==> config.mk <==
export PLATFORM = sky130hd
export DESIGN_NAME = battery_meter_display_encoder_unit
export DESIGN_NICKNAME = d
export VERILOG_FILES = /design/src/bmde_pkg.sv /design/src/battery_meter_display_encoder_unit.sv /design/src/bmde_encode.sv
export SDC_FILE = /design/constraint.sdc
export NUM_CORES = 1
export LEC_CHECK = 0
export ABC_AREA = 1
export BUFFER_PORTS_ARGS = -buffer_cell sky130_fd_sc_hd__buf_4
export CORE_ASPECT_RATIO = 0.5
export CORE_MARGIN = 2
export CORE_UTILIZATION = 51
export DETAILED_ROUTE_END_ITERATION = 10
export PLACE_DENSITY_LB_ADDON = 0.05
export SLEW_MARGIN = 20
export SYNTH_ARGS = -nofsm -noshare
export SYNTH_HDL_FRONTEND = slang
export SYNTH_SLANG_ARGS = --single-unit
==> constraint.sdc <==
create_clock -name clock -period 13.5 [get_ports clock]
set_clock_uncertainty 0.15 [all_clocks]
set_input_delay 2.7 -clock clock [delete_from_list [all_inputs] [get_ports clock]]
set_output_delay 2.7 -clock clock [all_outputs]
set_load 0.005 [all_outputs]
==> src/bmde_pkg.sv <==
// Package for the battery meter display encoder.
// Holds the payload types, the fixed conversion constants and the segment, bar and digit helpers.
// Depends on nothing.
package bmde_pkg;

   localparam int unsigned RawWidth     = 16;
   localparam int unsigned StatusWidth  = 8;
   localparam int unsigned DisplayWidth = 29;
   localparam int unsigned PercentWidth = 7;
   localparam int unsigned MvWidth      = 14;
   localparam int unsigned VoltWidth    = 10;

   localparam logic [MvWidth-1:0]      MvOffset     = 14'd3000;
   localparam logic [StatusWidth-1:0]  PercentModeMask = 8'h10;
   localparam logic [PercentWidth-1:0] PercentMax   = 7'd100;
   localparam logic [VoltWidth-1:0]    VoltMax      = 10'd999;
   localparam logic [16:0]             Recip10      = 17'd52429;  // 2^19 / 10, rounded up
   localparam int unsigned             Recip10Shift = 19;

   localparam logic [2:0] IndPercent = 3'b001;
   localparam logic [2:0] IndVolts   = 3'b110;

   localparam logic [3:0] SegBlank = 4'd10;

   typedef logic [3:0] digit_type;

   typedef struct packed {
      digit_type hundreds;
      digit_type tens;
      digit_type ones;
   } digits_type;

   typedef struct packed {
      logic [MvWidth-1:0]      millivolts_value;
      logic [PercentWidth-1:0] percent_level;
      logic                    error_flag;
      logic [DisplayWidth-1:0] display_word;
   } rsp_payload_type;

   // Seven-segment pattern, segment a in bit 0; blank code and unused codes light nothing.
   function automatic logic [6:0] seg7(input digit_type d);
      logic [6:0] s;
      case (d)
         4'd0: s = 7'h3F;
         4'd1: s = 7'h06;
         4'd2: s = 7'h5B;
         4'd3: s = 7'h4F;
         4'd4: s = 7'h66;
         4'd5: s = 7'h6D;
         4'd6: s = 7'h7D;
         4'd7: s = 7'h07;
         4'd8: s = 7'h7F;
         4'd9: s = 7'h6F;
         default: s = 7'h00;
      endcase
      return s;
   endfunction

   function automatic logic [4:0] level_bars(input logic [PercentWidth-1:0] pct);
      logic [4:0] b;
      if (pct >= 7'd90)      b = 5'h1F;
      else if (pct >= 7'd70) b = 5'h0F;
      else if (pct >= 7'd50) b = 5'h07;
      else if (pct >= 7'd30) b = 5'h03;
      else if (pct >= 7'd5)  b = 5'h01;
      else                   b = 5'h00;
      return b;
   endfunction

   // Split 0..999 into decimal digits by parallel threshold compares.
   function automatic digits_type split_digits(input logic [VoltWidth-1:0] v);
      digits_type       d;
      logic [VoltWidth-1:0] rem;
      d.hundreds = 4'd0;
      for (int k = 1; k < 10; k++) begin
         if (v >= VoltWidth'(k * 100)) d.hundreds = 4'(k);
      end
      rem = v - VoltWidth'(d.hundreds) * 10'd100;
      d.tens = 4'd0;
      for (int k = 1; k < 10; k++) begin
         if (rem >= VoltWidth'(k * 10)) d.tens = 4'(k);
      end
      rem = rem - VoltWidth'(d.tens) * 10'd10;
      d.ones = rem[3:0];
      return d;
   endfunction

endpackage

==> src/battery_meter_display_encoder_unit.sv <==
// Top level of the battery meter display encoder.
// Holds the input register, result register and stored display word around bmde_encode.
// Depends on bmde_pkg and bmde_encode.

// One request (signed half-millivolt reading plus status byte) is taken per
// cycle and its result passes first through the input register and then
// through the result register, with the whole conversion (a single
// constant reciprocal multiply for volts, threshold compares for digits and
// bars) in between. Throughput is one request per clock as long as the result
// side takes its data; a stalled result holds both registers, and the input
// register still fills once while the result waits. A negative reading
// raises the error flag, reports zero percent and millivolts, and repeats the
// last good display word, which reset clears to zero.
module battery_meter_display_encoder_unit (
   input  logic        clock,
   input  logic        reset,
   input  logic        req_tvalid,
   output logic        req_tready,
   input  logic [15:0] req_tdata,   // [15:0] voltage_raw (signed)
   input  logic [7:0]  req_tuser,   // [7:0] status_byte
   output logic        rsp_tvalid,
   input  logic        rsp_tready,
   output logic [55:0] rsp_tdata,   // [28:0] display_word, [35:29] percent_level,
                                    // [49:36] millivolts_value, [55:50] zero
   output logic [0:0]  rsp_tuser    // [0] error_flag
);
   import bmde_pkg::*;

   logic                    s1_valid_ff, s1_valid_in;
   logic [RawWidth-1:0]     raw_ff, raw_in;
   logic [StatusWidth-1:0]  status_ff, status_in;
   logic                    out_valid_ff, out_valid_in;
   rsp_payload_type         payload_ff, payload_in;
   logic [DisplayWidth-1:0] shown_ff, shown_in;

   rsp_payload_type         result;
   logic                    advance;
   logic                    take;

   bmde_encode u_encode (
      .raw    (raw_ff),
      .status (status_ff),
      .shown  (shown_ff),
      .result (result)
   );

   // Advance the input stage when the result register is free or being drained.
   assign advance    = s1_valid_ff && (!out_valid_ff || rsp_tready);
   assign req_tready = !s1_valid_ff || advance;
   assign take       = req_tvalid && req_tready;

   always_comb begin
      s1_valid_in  = s1_valid_ff;
      raw_in       = raw_ff;
      status_in    = status_ff;
      out_valid_in = out_valid_ff;
      payload_in   = payload_ff;
      shown_in     = shown_ff;

      if (advance) s1_valid_in = 1'b0;
      if (take) begin
         s1_valid_in = 1'b1;
         raw_in      = req_tdata;
         status_in   = req_tuser;
      end

      if (out_valid_ff && rsp_tready) out_valid_in = 1'b0;
      if (advance) begin
         out_valid_in = 1'b1;
         payload_in   = result;
         // On error the encoder passes the stored word through, so this keeps it.
         shown_in     = result.display_word;
      end
   end

   always_ff @(posedge clock) begin
      if (reset) begin
         s1_valid_ff  <= 1'b0;
         out_valid_ff <= 1'b0;
         shown_ff     <= '0;
      end else begin
         s1_valid_ff  <= s1_valid_in;
         out_valid_ff <= out_valid_in;
         shown_ff     <= shown_in;
      end
   end

   // Payload registers carry no reset.
   always_ff @(posedge clock) begin
      raw_ff     <= raw_in;
      status_ff  <= status_in;
      payload_ff <= payload_in;
   end

   assign rsp_tvalid   = out_valid_ff;
   assign rsp_tdata    = {6'd0, payload_ff.millivolts_value, payload_ff.percent_level,
                          payload_ff.display_word};
   assign rsp_tuser[0] = payload_ff.error_flag;

endmodule

==> src/bmde_encode.sv <==
// Conversion datapath of the battery meter display encoder.
// Turns one registered reading into millivolts, percent and the display word.
// Depends on bmde_pkg.
module bmde_encode (
   input  logic [bmde_pkg::RawWidth-1:0]     raw,
   input  logic [bmde_pkg::StatusWidth-1:0]  status,
   input  logic [bmde_pkg::DisplayWidth-1:0] shown,
   output bmde_pkg::rsp_payload_type         result
);
   import bmde_pkg::*;

   logic                    negative;
   logic [MvWidth-1:0]      mv;
   logic [MvWidth-1:0]      mv_off;
   logic [10:0]             pct_wide;
   logic [PercentWidth-1:0] pct;
   logic [MvWidth:0]        volt_sum;
   logic [31:0]             volt_prod;
   logic [12:0]             volt_quot;
   logic [VoltWidth-1:0]    volt;
   logic                    pct_mode;
   digits_type              dig;
   digit_type               d_left;
   digit_type               d_mid;
   logic [DisplayWidth-1:0] word;

   always_comb begin
      negative = raw[RawWidth-1];
      mv       = raw[MvWidth:1];

      // Charge percent: eight millivolts a step above the empty point, capped at full.
      mv_off   = mv - MvOffset;
      pct_wide = mv_off[MvWidth-1:3];
      if (mv < MvOffset)                      pct = '0;
      else if (pct_wide > 11'(PercentMax))    pct = PercentMax;
      else                                    pct = pct_wide[PercentWidth-1:0];

      // Rounded hundredths of volts through a reciprocal multiply.
      volt_sum  = {1'b0, mv} + 15'd5;
      volt_prod = 32'(volt_sum) * 32'(Recip10);
      volt_quot = volt_prod[Recip10Shift+12:Recip10Shift];
      volt      = (volt_quot > 13'(VoltMax)) ? VoltMax : volt_quot[VoltWidth-1:0];

      pct_mode = (status & PercentModeMask) != '0;
      dig      = split_digits(pct_mode ? VoltWidth'(pct) : volt);
      d_left   = dig.hundreds;
      d_mid    = dig.tens;
      // Blank leading zeros in percent mode only.
      if (pct_mode && dig.hundreds == 4'd0) begin
         d_left = SegBlank;
         if (dig.tens == 4'd0) d_mid = SegBlank;
      end

      word = {level_bars(pct), seg7(d_left), seg7(d_mid), seg7(dig.ones),
              pct_mode ? IndPercent : IndVolts};

      if (negative) begin
         result.display_word     = shown;
         result.error_flag       = 1'b1;
         result.percent_level    = '0;
         result.millivolts_value = '0;
      end else begin
         result.display_word     = word;
         result.error_flag       = 1'b0;
         result.percent_level    = pct;
         result.millivolts_value = mv;
      end
   end

endmodule

# After elaboration in Yosys (flattened, before gate mapping)
# Memory sizes are Yosys's and may differ from the RTL's.
# Index checks and enable logic that the tools add are counted.
# totals
mem_bits_ro	336
memories	3
register_bits	103
input_bits	28
output_inout_bits	59
# memory_table
name	depth	word_bits	rd	rd_ports_with_merged_regs	write_ports	line	source
(name not given)	16	7	1	0	0	bmde_pkg.sv:43	case (d)
(name not given)	16	7	1	0	0	bmde_pkg.sv:43	
(name not given)	16	7	1	0	0	bmde_pkg.sv:43	
# classes
n_mux	36
mul	3
magnitude_cmp	26
addsub	4
reduce_logical	12
# op_table
op	n
$ge 10x10->1 const B	4
$ge 10x7->1 const B	4
$mul 15x16->31 const B	1
$ge 10x6->1 const B	3
$ge 10x9->1 const B	3
$mux 30	1
$mux 4	7
$mux 3	9
$ge 10x5->1 const B	2
$mux 10	2
$mux 5	4
$add 14x3->15 const B	1
$ge 7x7->1 const B	2
$lt 14x12->1 const B	1
$mux 7	2
$sub 14x12->14 const B	1
$gt 12x10->1 const B	1
$gt 11x7->1 const B	1
$ge 10x4->1 const B	1
$ge 10x8->1 const B	1
$sub 10x10->10	1
$logic_not 4->1	2
$mul 4x5->8 const B	1
$mux 2	4
other kinds (10)	22

# Longest topological paths before layout
# Gate-level depths: netlist of the first run.
# An unclocked memory read counts as a cell.
# logic_depth
depth_word	32
ltp_mapped	91
mapped_depth_nobuf	91

# Modules after synthesis
# A second synthesis of the first run with hierarchy kept.
# hier_totals
hier_cells	1461
hier_area_um2	11148.2
# modules_own_cells
module	cells_each	area_each_um2	n_inst
bmde_encode	1176	7464.7	1
battery_meter_display_encoder_unit	285	3683.5	1

# Worst setup path after synthesis of the first run
# Ideal clock, no wire load.
# synth_path
path_kind	reg2reg
startpoint	reg raw_ff[1]
endpoint	reg shown_ff[9]
period_less_slack_ns	11.536
setup_ns	0.056
path_buffers	0
path_stages_with_launch	79
path_slack_ns	1.964
required_time_ns	13.294
t_arrival_ns	11.330
path_cell_list	edfxtp_1 -> inv_2 -> o21ai_0 -> nand2_1 -> nor3_1 -> inv_1 -> nor2_1 -> nand2_1 -> nor2_1 -> nand3_1 -> xor2_1 -> ha_1 -> fa_1 -> inv_1 -> fa_1 -> inv_1 -> fa_1 -> fa_1 -> [43 not listed] -> nand2_1 -> nand2_1 -> nand2_1 -> nand2_1 -> nand2_2 -> nand2_1 -> ha_1 -> inv_1 -> fa_1 -> inv_1 -> or2_2 -> o21ai_0 -> nand3_1 -> nand2_1 -> nand2_1 -> nand3_1 -> nand2_1 -> inv_1
# synth_via
elab_chain_cells	31
word_cells_on_any_way	52
cone_classes	add/sub: 4; mul: 3; order compare: 21; mux: 23; memory: 1
# synth_lines
element	line	source
start, declared	battery_meter_display_encoder_unit.sv:30	logic [RawWidth-1:0] raw_ff, raw_in;
start signal, assigned	battery_meter_display_encoder_unit.sv:90	raw_ff <= raw_in;
$add 14x3->15 / $sub 14x12->14 (equally long branches)	bmde_encode.sv:39, bmde_encode.sv:32	
$mul 15x16->31 / $gt 11x7->1 (equally long branches)	bmde_encode.sv:40, bmde_encode.sv:35	
$gt 12x10->1 / $mux 7 (equally long branches)	bmde_encode.sv:42, bmde_encode.sv:35	
$mux 10 / $mux 7 (equally long branches)	bmde_encode.sv:42, bmde_encode.sv:34	
$mux 10 (*)	bmde_encode.sv:45	dig = split_digits(pct_mode ? VoltWidth'(pct) : volt);
$ge 10x7->1	bmde_pkg.sv:76	if (v >= VoltWidth'(k * 100)) d.hundreds = 4'(k);
$mux 1	bmde_pkg.sv:76	
$mux 2 (2 in series)	bmde_pkg.sv:76	
[9 not listed]	n/a	
$mux 1	bmde_pkg.sv:81	if (rem >= VoltWidth'(k * 10)) d.tens = 4'(k);
$mux 2 (2 in series)	bmde_pkg.sv:81	
$mux 3 (4 in series)	bmde_pkg.sv:81	
$mux 4 (2 in series)	bmde_pkg.sv:81	
$mul 4x3->3	bmde_pkg.sv:83	rem = rem - VoltWidth'(d.tens) * 10'd10;
$sub 4x4->4 (*)	bmde_pkg.sv:83	
$mem_v2 16x7 (*)	n/a	
$mux 30 (*)	bmde_encode.sv:57	if (negative) begin
end signal, assigned	battery_meter_display_encoder_unit.sv:84	shown_ff <= shown_in;
end, declared	battery_meter_display_encoder_unit.sv:34	logic [DisplayWidth-1:0] shown_ff, shown_in;
# Mark *: on every way between the ends. The rest lies on a longest branch, timed or not.
# A chain may end at the register's enable or synchronous reset.

# Final worst setup path of the first run
# layout_path
startpoint	reg raw_ff[5]
endpoint	reg shown_ff[9]
# Same word-level chain as after synthesis.

==> key figures, run 1 <==
Outcome
  • Status: completed

Cells and area
  • ANT cells: 0
  • Nets: 1658
  • Area Overhead vs Synth: 12.7%
  • Non-filler cells, final: 1695
  • Fill cell total of the finished layout: 1863
  • Layout cells sized above 1: 13.8%

Drt
  • DR pass1 iterations: 5
  • Antenna-violating nets left: 0
  • WL/cell: 14.4 um
  • Initial drt markers: 425
  • Via Count: 8601
  • Routed WL: 24300 um
  • Via-to-Cell Ratio: 5.07
  • DRC errors left: 0

STA
  • Slew Limit Headroom: 48.6%
  • Final-report setup violation count: 0
  • Final Cycle Share: 93.6%
  • Worst slew pin tran: 0.771 ns
  • Post-route setup slack: 0.859 ns
  • Hold_ws: 0.330 ns
  • Min Tclk post-route: 12.64 ns
  • FMAX: 79.1 MHz
  • TNS Setup: 0 ns
  • Final max-slew violation count: 0
  • Final Hold Viols: 0

Worst setup path
  • Critical-path top delay cell: fa_2
  • Reg2reg end: shown_ff[9]
  • Reg2reg path depth: 79
  • Crit path largest cell delay: 0.57 ns
  • Critical Path RT: 13.65 ns
  • Reg2Reg Setup Slack: 0.86 ns
  • CP arrival: 12.80 ns
  • Setup crit end kind: flip-flop
  • Crit-path most repeated cell: nand2_1
  • Critical path launch point type: flip-flop
  • Cell family with most CP delay: adder cells
  • Buf/Inv on CP: 17
  • Worst Setup Path Type: flip-flop to flip-flop
  • Reg2reg start: raw_ff[5]
  • Critical Path Fanout Max: 6

Synthesis
  • Top_reg_cell synth: edfxtp_1
  • Post-Syn Instances: 1341
  • Mapped cell area: 10400 sq um
  • Number of synthesized flops with an enable pin: 67
  • Post-synthesis register bit count: 98
  • Post-synthesis cell type count: 52
  • Post-synthesis sequential area ratio: 25.3%
  • Warnings from Yosys: 0
  • Top cell type's share of synthesized area: 19.3%
  • Area contributors post-synth: edfxtp_1 (19%), ha_1 (17%), fa_1 (12%)
  • Mean Syn Cell Area: 7.75 sq um
  • Post-synthesis async set-or-reset flop share: 0%
  • Area leader, netlist: edfxtp_1

Global route
  • Tot GR Track Use: 23.4%
  • Vias in the first global route: 8425
  • GRT Residual Overflow: 0
  • First-pass GRT wire length: 40200 um
  • Antenna violations before repair: 0
  • Largest net degree at the start of global routing: 65

Floorplan
  • Core area: 19700 sq um
  • # rows: 36
  • Chip Width: 206 um
  • Die height: 105 um
  • I/O pins: 87
  • Initial Util: 52.7%
  • Die area: 21600 sq um

Clock tree
  • CTS root buffer: clkbuf_16
  • Clk slew on worst S/H paths: 0.07 ns
  • Worst-skew pair later-pin latency: 0.35 ns
  • # H-tree levels: 3
  • CTS tree: built
  • Clk sinks: 98
  • Max clock buf depth: 2
  • Total CTS buffers: 9

Min path
  • Hold path startpoint: shown_ff[0]
  • Min-Delay Path Depth: 2
  • Worst hold path endpoint: shown_ff[0]
  • Hold Crit Class: flip-flop to flip-flop

Placement
  • Post-DP HPWL: 20200 um
  • DP Cell Count: 1668
  • GP Congestion: 0.958
  • Dpl ws: 0.312 ns
  • Input/output buffers: 72

Run
  • MaxCap Viol Count: 0
==> worst reg2reg max path, delay by kind of cell, from the launching register on <==
family	cells	cell delay [ns]
adder cells (fa/ha/maj)	14	5.23
buffers and inverters	17	1.46
AO/OA/AOI/OAI	6	0.96
flip-flops	1	0.45
XOR/XNOR	2	0.29
AND/OR/NAND/NOR	40	4.06
==> per-layer routing <==
metal  wire (um)  global-route usage (%)  part of all wire [%]  vias up
met5           0                       0                     0        -
met4         404                    5.51                   1.7        0
met3        1120                    3.46                   4.6       31
met1       11100                    30.6                    46     4003
met2       11700                    40.8                    48      179
li1            -                       -                     -     4388
==> Yosys cell counts, types with 3 or more instances <==
| master | number |
|---|---|
| a21o_1 | 5 |
| a21oi_1 | 62 |
| a31oi_1 | 8 |
| and2_1 | 3 |
| buf_2 | 3 |
| buf_4 | 9 |
| clkbuf_1 | 11 |
| dfxtp_1 | 31 |
| edfxtp_1 | 67 |
| fa_1 | 61 |
| ha_1 | 145 |
| inv_1 | 288 |
| inv_2 | 14 |
| nand2_1 | 268 |
| nand2_2 | 13 |
| nand2_4 | 6 |
| nand3_1 | 58 |
| nand3_2 | 7 |
| nand4_1 | 10 |
| nor2_1 | 120 |
| nor2_2 | 5 |
| nor3_1 | 14 |
| o211ai_1 | 3 |
| o21ai_0 | 46 |
| o21ai_1 | 11 |
| o21bai_1 | 3 |
| o22ai_1 | 4 |
| or2_2 | 9 |
| xnor2_1 | 4 |
| xor2_1 | 24 |
==> final cells by class <==
type / instances / area (sq um) / share of cell area [%]
Clock buffer: 12 / 268 / 2.28
Inverter: 304 / 1140 / 9.74
Timing Repair Buffer: 90 / 679 / 5.80
Sequential cell: 98 / 2630 / 22.5
Multi-Input combinational cell: 921 / 6640 / 56.6
Clock inverter: 4 / 30.0 / 0.256
Tap cell: 266 / 333 / 2.84
==> cell families (layout without fill, tap and decap cells) <==
group | after synthesis | count (layout) | share of synthesized area (%)
AOI/OAI and AO/OA | 156 | 156 | 8.45
muxes | 1 | 1 | 0.0963
DFF | 98 | 98 | 25.3
and+or+nand+nor | 524 | 524 | 22.4
xor gates and xnor gates | 28 | 28 | 2.36
other | 1 | 6 | 0.0361
buffers and inverters | 327 | 410 | 12.2
adders and majority gates | 206 | 206 | 29.2
==> cells in the final DEF (no fill, tap or decap), types with 31 or more instances in the layout <==
cell type and instances:
inv_1 287, dfxtp_1 31, edfxtp_1 67, a21oi_1 59, o21ai_0 44, buf_4 89
nor2_1 110, nand2_1 265, ha_1 144, fa_1 60, nand3_1 57
==> how the worst max path moves through the flow <==
stage	from	to	slack [ns]	depth (start not counted)
after CTS	raw_ff[1]	shown_ff[9]	0.25	75
after global routing	raw_ff[4]	shown_ff[9]	-0.08	83
after detailed placement	raw_ff[1]	shown_ff[9]	0.31	75
after floorplan	raw_ff[1]	shown_ff[9]	1.96	78
final	raw_ff[5]	shown_ff[9]	0.86	79
after global placement	raw_ff[1]	shown_ff[9]	0.58	75
==> stage by stage <==
| stage | util [%] | cell area [sq um] |
|---|---|---|
| finish | 59.4 | 11700 |
| floorplan | - | 10400 |
| global placement | 56.9 | 11200 |
| CTS | 58.4 | 11500 |
| global route | 59.4 | 11700 |
| detailed placement | 56.9 | 11200 |
==> registers in the layout, indices dropped and copies added (netlist names) <==
| register | cells |
|---|---|
| raw_ff | 15 |
| rsp_tdata | 50 |
| rsp_tuser | 1 |
| rsp_tvalid | 1 |
| s1_valid_ff | 1 |
| shown_ff | 29 |
| status_ff | 1 |
==> what timing repair did <==
action                     in CTS  in global routing
hold buffers                    0                  0
setup buffers                   0                 11
gates resized for setup         0                 33
setup endpoints to repair       0                 28
Power of run 1 is left out: the tool's default activity adds up to more than one toggle a clock period on the data nets, which glitch-free logic cannot reach.
==> inputs of run 2 (changes only) <==
clock period = 16.1 ns   (was 13.5 ns; I/O delays follow)
==> key figures, run 2 (synthesis gave the netlist of run 1 again) <==
Outcome
  • Status: completed (unchanged)

Cells and area
  • Fill cell total of the finished layout: 1913 (was 1863)
  • FF+latch area: 2630 sq um (unchanged)
  • Post-route design area: 11500 sq um (was 11700 sq um)
  • Max reg flops: 50 (unchanged)
  • Non-filler cells, final: 1681 (was 1695)
  • Nets: 1644 (was 1658)
  • Commonest non-fill, non-tap cells in the layout: inv_1 (288), nand2_1 (268), ha_1 (145) (was inv_1 (287), nand2_1 (265), ha_1 (144))
  • ANT cells: 0 (unchanged)
  • Area Overhead vs Synth: 10.4% (was 12.7%)
  • Most common cell after layout, fill and taps aside: inv_1 (unchanged)
  • Multi-input logic area: 6520 sq um (was 6640 sq um)
  • Layout cells sized above 1: 11.1% (was 13.8%)

STA
  • TNS Setup: 0 ns (unchanged)
  • Final max-slew violation count: 0 (unchanged)
  • FMAX: 74.3 MHz (was 79.1 MHz)
  • Min Tclk post-route: 13.46 ns (was 12.64 ns)
  • Worst slew pin tran: 0.737 ns (was 0.771 ns)
  • Final Cycle Share: 83.6% (was 93.6%)
  • Slew Limit Headroom: 50.9% (was 48.6%)
  • Final Hold Viols: 0 (unchanged)
  • RSZ-0062 raised after global routing: false
  • Final-report setup violation count: 0 (unchanged)

Clock tree
  • Max clock buf depth: 2 (unchanged)
  • Post-CTS setup buffers: 0 (unchanged)
  • Clk slew on worst S/H paths: 0.07 ns (about the same)
  • # H-tree levels: 3 (unchanged)
  • Clk sinks: 98 (unchanged)
  • CTS root buffer: clkbuf_16 (unchanged)
  • Gates resized, CTS repair: 0 (unchanged)
  • Hold buffers post-CTS: 0 (unchanged)
  • CTS tree: built (unchanged)
  • Total CTS buffers: 9 (unchanged)
  • Worst-skew pair later-pin latency: 0.36 ns (was 0.35 ns)

Floorplan
  • Die height: 105 um (unchanged)
  • Initial Util: 52.7% (unchanged)
  • Core area: 19700 sq um (unchanged)
  • # rows: 36 (unchanged)
  • I/O pins: 87 (unchanged)
  • Chip Width: 206 um (unchanged)
  • Die area: 21600 sq um (unchanged)

Drt
  • DR pass1 iterations: 4 (was 5)
  • Via-to-Cell Ratio: 5.06 (was 5.07)
  • Antenna-violating nets left: 0 (unchanged)
  • WL/cell: 14.4 um (about the same)
  • DRC errors left: 0 (unchanged)
  • Initial drt markers: 445 (was 425)
  • Routed WL: 24200 um (was 24300 um)
  • Via Count: 8505 (was 8601)

Global route
  • GRT Residual Overflow: 0 (unchanged)
  • Antenna violations before repair: 0 (unchanged)
  • Largest net degree at the start of global routing: 65 (unchanged)
  • Vias in the first global route: 8585 (was 8425)
  • First-pass GRT wire length: 40600 um (was 40200 um)
  • Tot GR Track Use: 23.7% (was 23.4%)

Placement
  • GP Congestion: 0.946 (was 0.958)
  • Post-DP HPWL: 20400 um (was 20200 um)
  • Input/output buffers: 72 (unchanged)
  • DP Cell Count: 1665 (was 1668)
  • Placed inst area: 11200 sq um (about the same)

Worst setup path
  • Buf/Inv on CP: 13 (was 17)
  • Worst Setup Path Type: flip-flop to flip-flop (unchanged)
  • Critical Path Fanout Max: 7 (was 6)
  • Critical-path top delay cell: fa_1 (was fa_2)
  • CP arrival: 13.61 ns (was 12.80 ns)
  • Cell family with most CP delay: adder cells (unchanged)
  • Critical path launch point type: flip-flop (unchanged)
  • Crit-path most repeated cell: nand2_1 (unchanged)
  • Crit path largest cell delay: 0.58 ns (was 0.57 ns)
  • Critical Path RT: 16.25 ns (was 13.65 ns)
  • Setup crit end kind: flip-flop (unchanged)

Run
  • MaxCap Viol Count: 0 (unchanged)

Min path
  • Hold Crit Class: flip-flop to flip-flop (unchanged)
==> run 2: final cells by class <==
cell class	count	area share (%)
Timing Repair Buffer	76	4.97
Inverter	304	9.94
Tap cell	266	2.90
Clock inverter	5	0.316
Sequential cell	98	22.9
Multi-Input combinational cell	921	56.8
Clock buffer	11	2.12
==> run 2: path summary, 6_finish.rpt <==
path,start,endpoint,slack [ns],cells after the start
max,raw_ff[1],shown_ff[9],2.64,75
min,shown_ff[0],shown_ff[0],0.32,2
max reg2reg,raw_ff[1],shown_ff[9],2.64,75
min reg2reg,shown_ff[0],shown_ff[0],0.32,2
==> run 2: stage by stage <==
| step | hold WS, ns | worst slack [ns] | utilization, % |
|---|---|---|---|
| 2_1_floorplan | 0.296 | 4.56 | - |
| 3_3_place_gp | 0.304 | 3.01 | 56.8 |
| 3_5_place_dp | 0.319 | 2.79 | 56.8 |
| 4_1_cts | 0.329 | 2.74 | 58.2 |
| 5_1_grt | 0.350 | 1.34 | 58.2 |
| 6_report | 0.322 | 2.64 | 58.2 |
==> run 2: layer usage <==
layer,global-route usage [%],up-vias,routed length (um)
met1,30.8,3968,11100
li1,-,4350,-
met3,4.05,21,1170
met2,41.3,166,11700
met4,5.10,0,268
met5,0,-,0
==> run 2: worst reg2reg max path: cells and delay by family (launching register included) <==
family	cells	cell delay, ns
adder cells (fa/ha/maj)	13	5.29
AND/OR/NAND/NOR	41	4.31
AO/OA/AOI/OAI	6	1.50
buffers and inverters	13	1.15
flip-flops	1	0.55
XOR/XNOR	2	0.44
Power of run 2 is left out for the same reason.
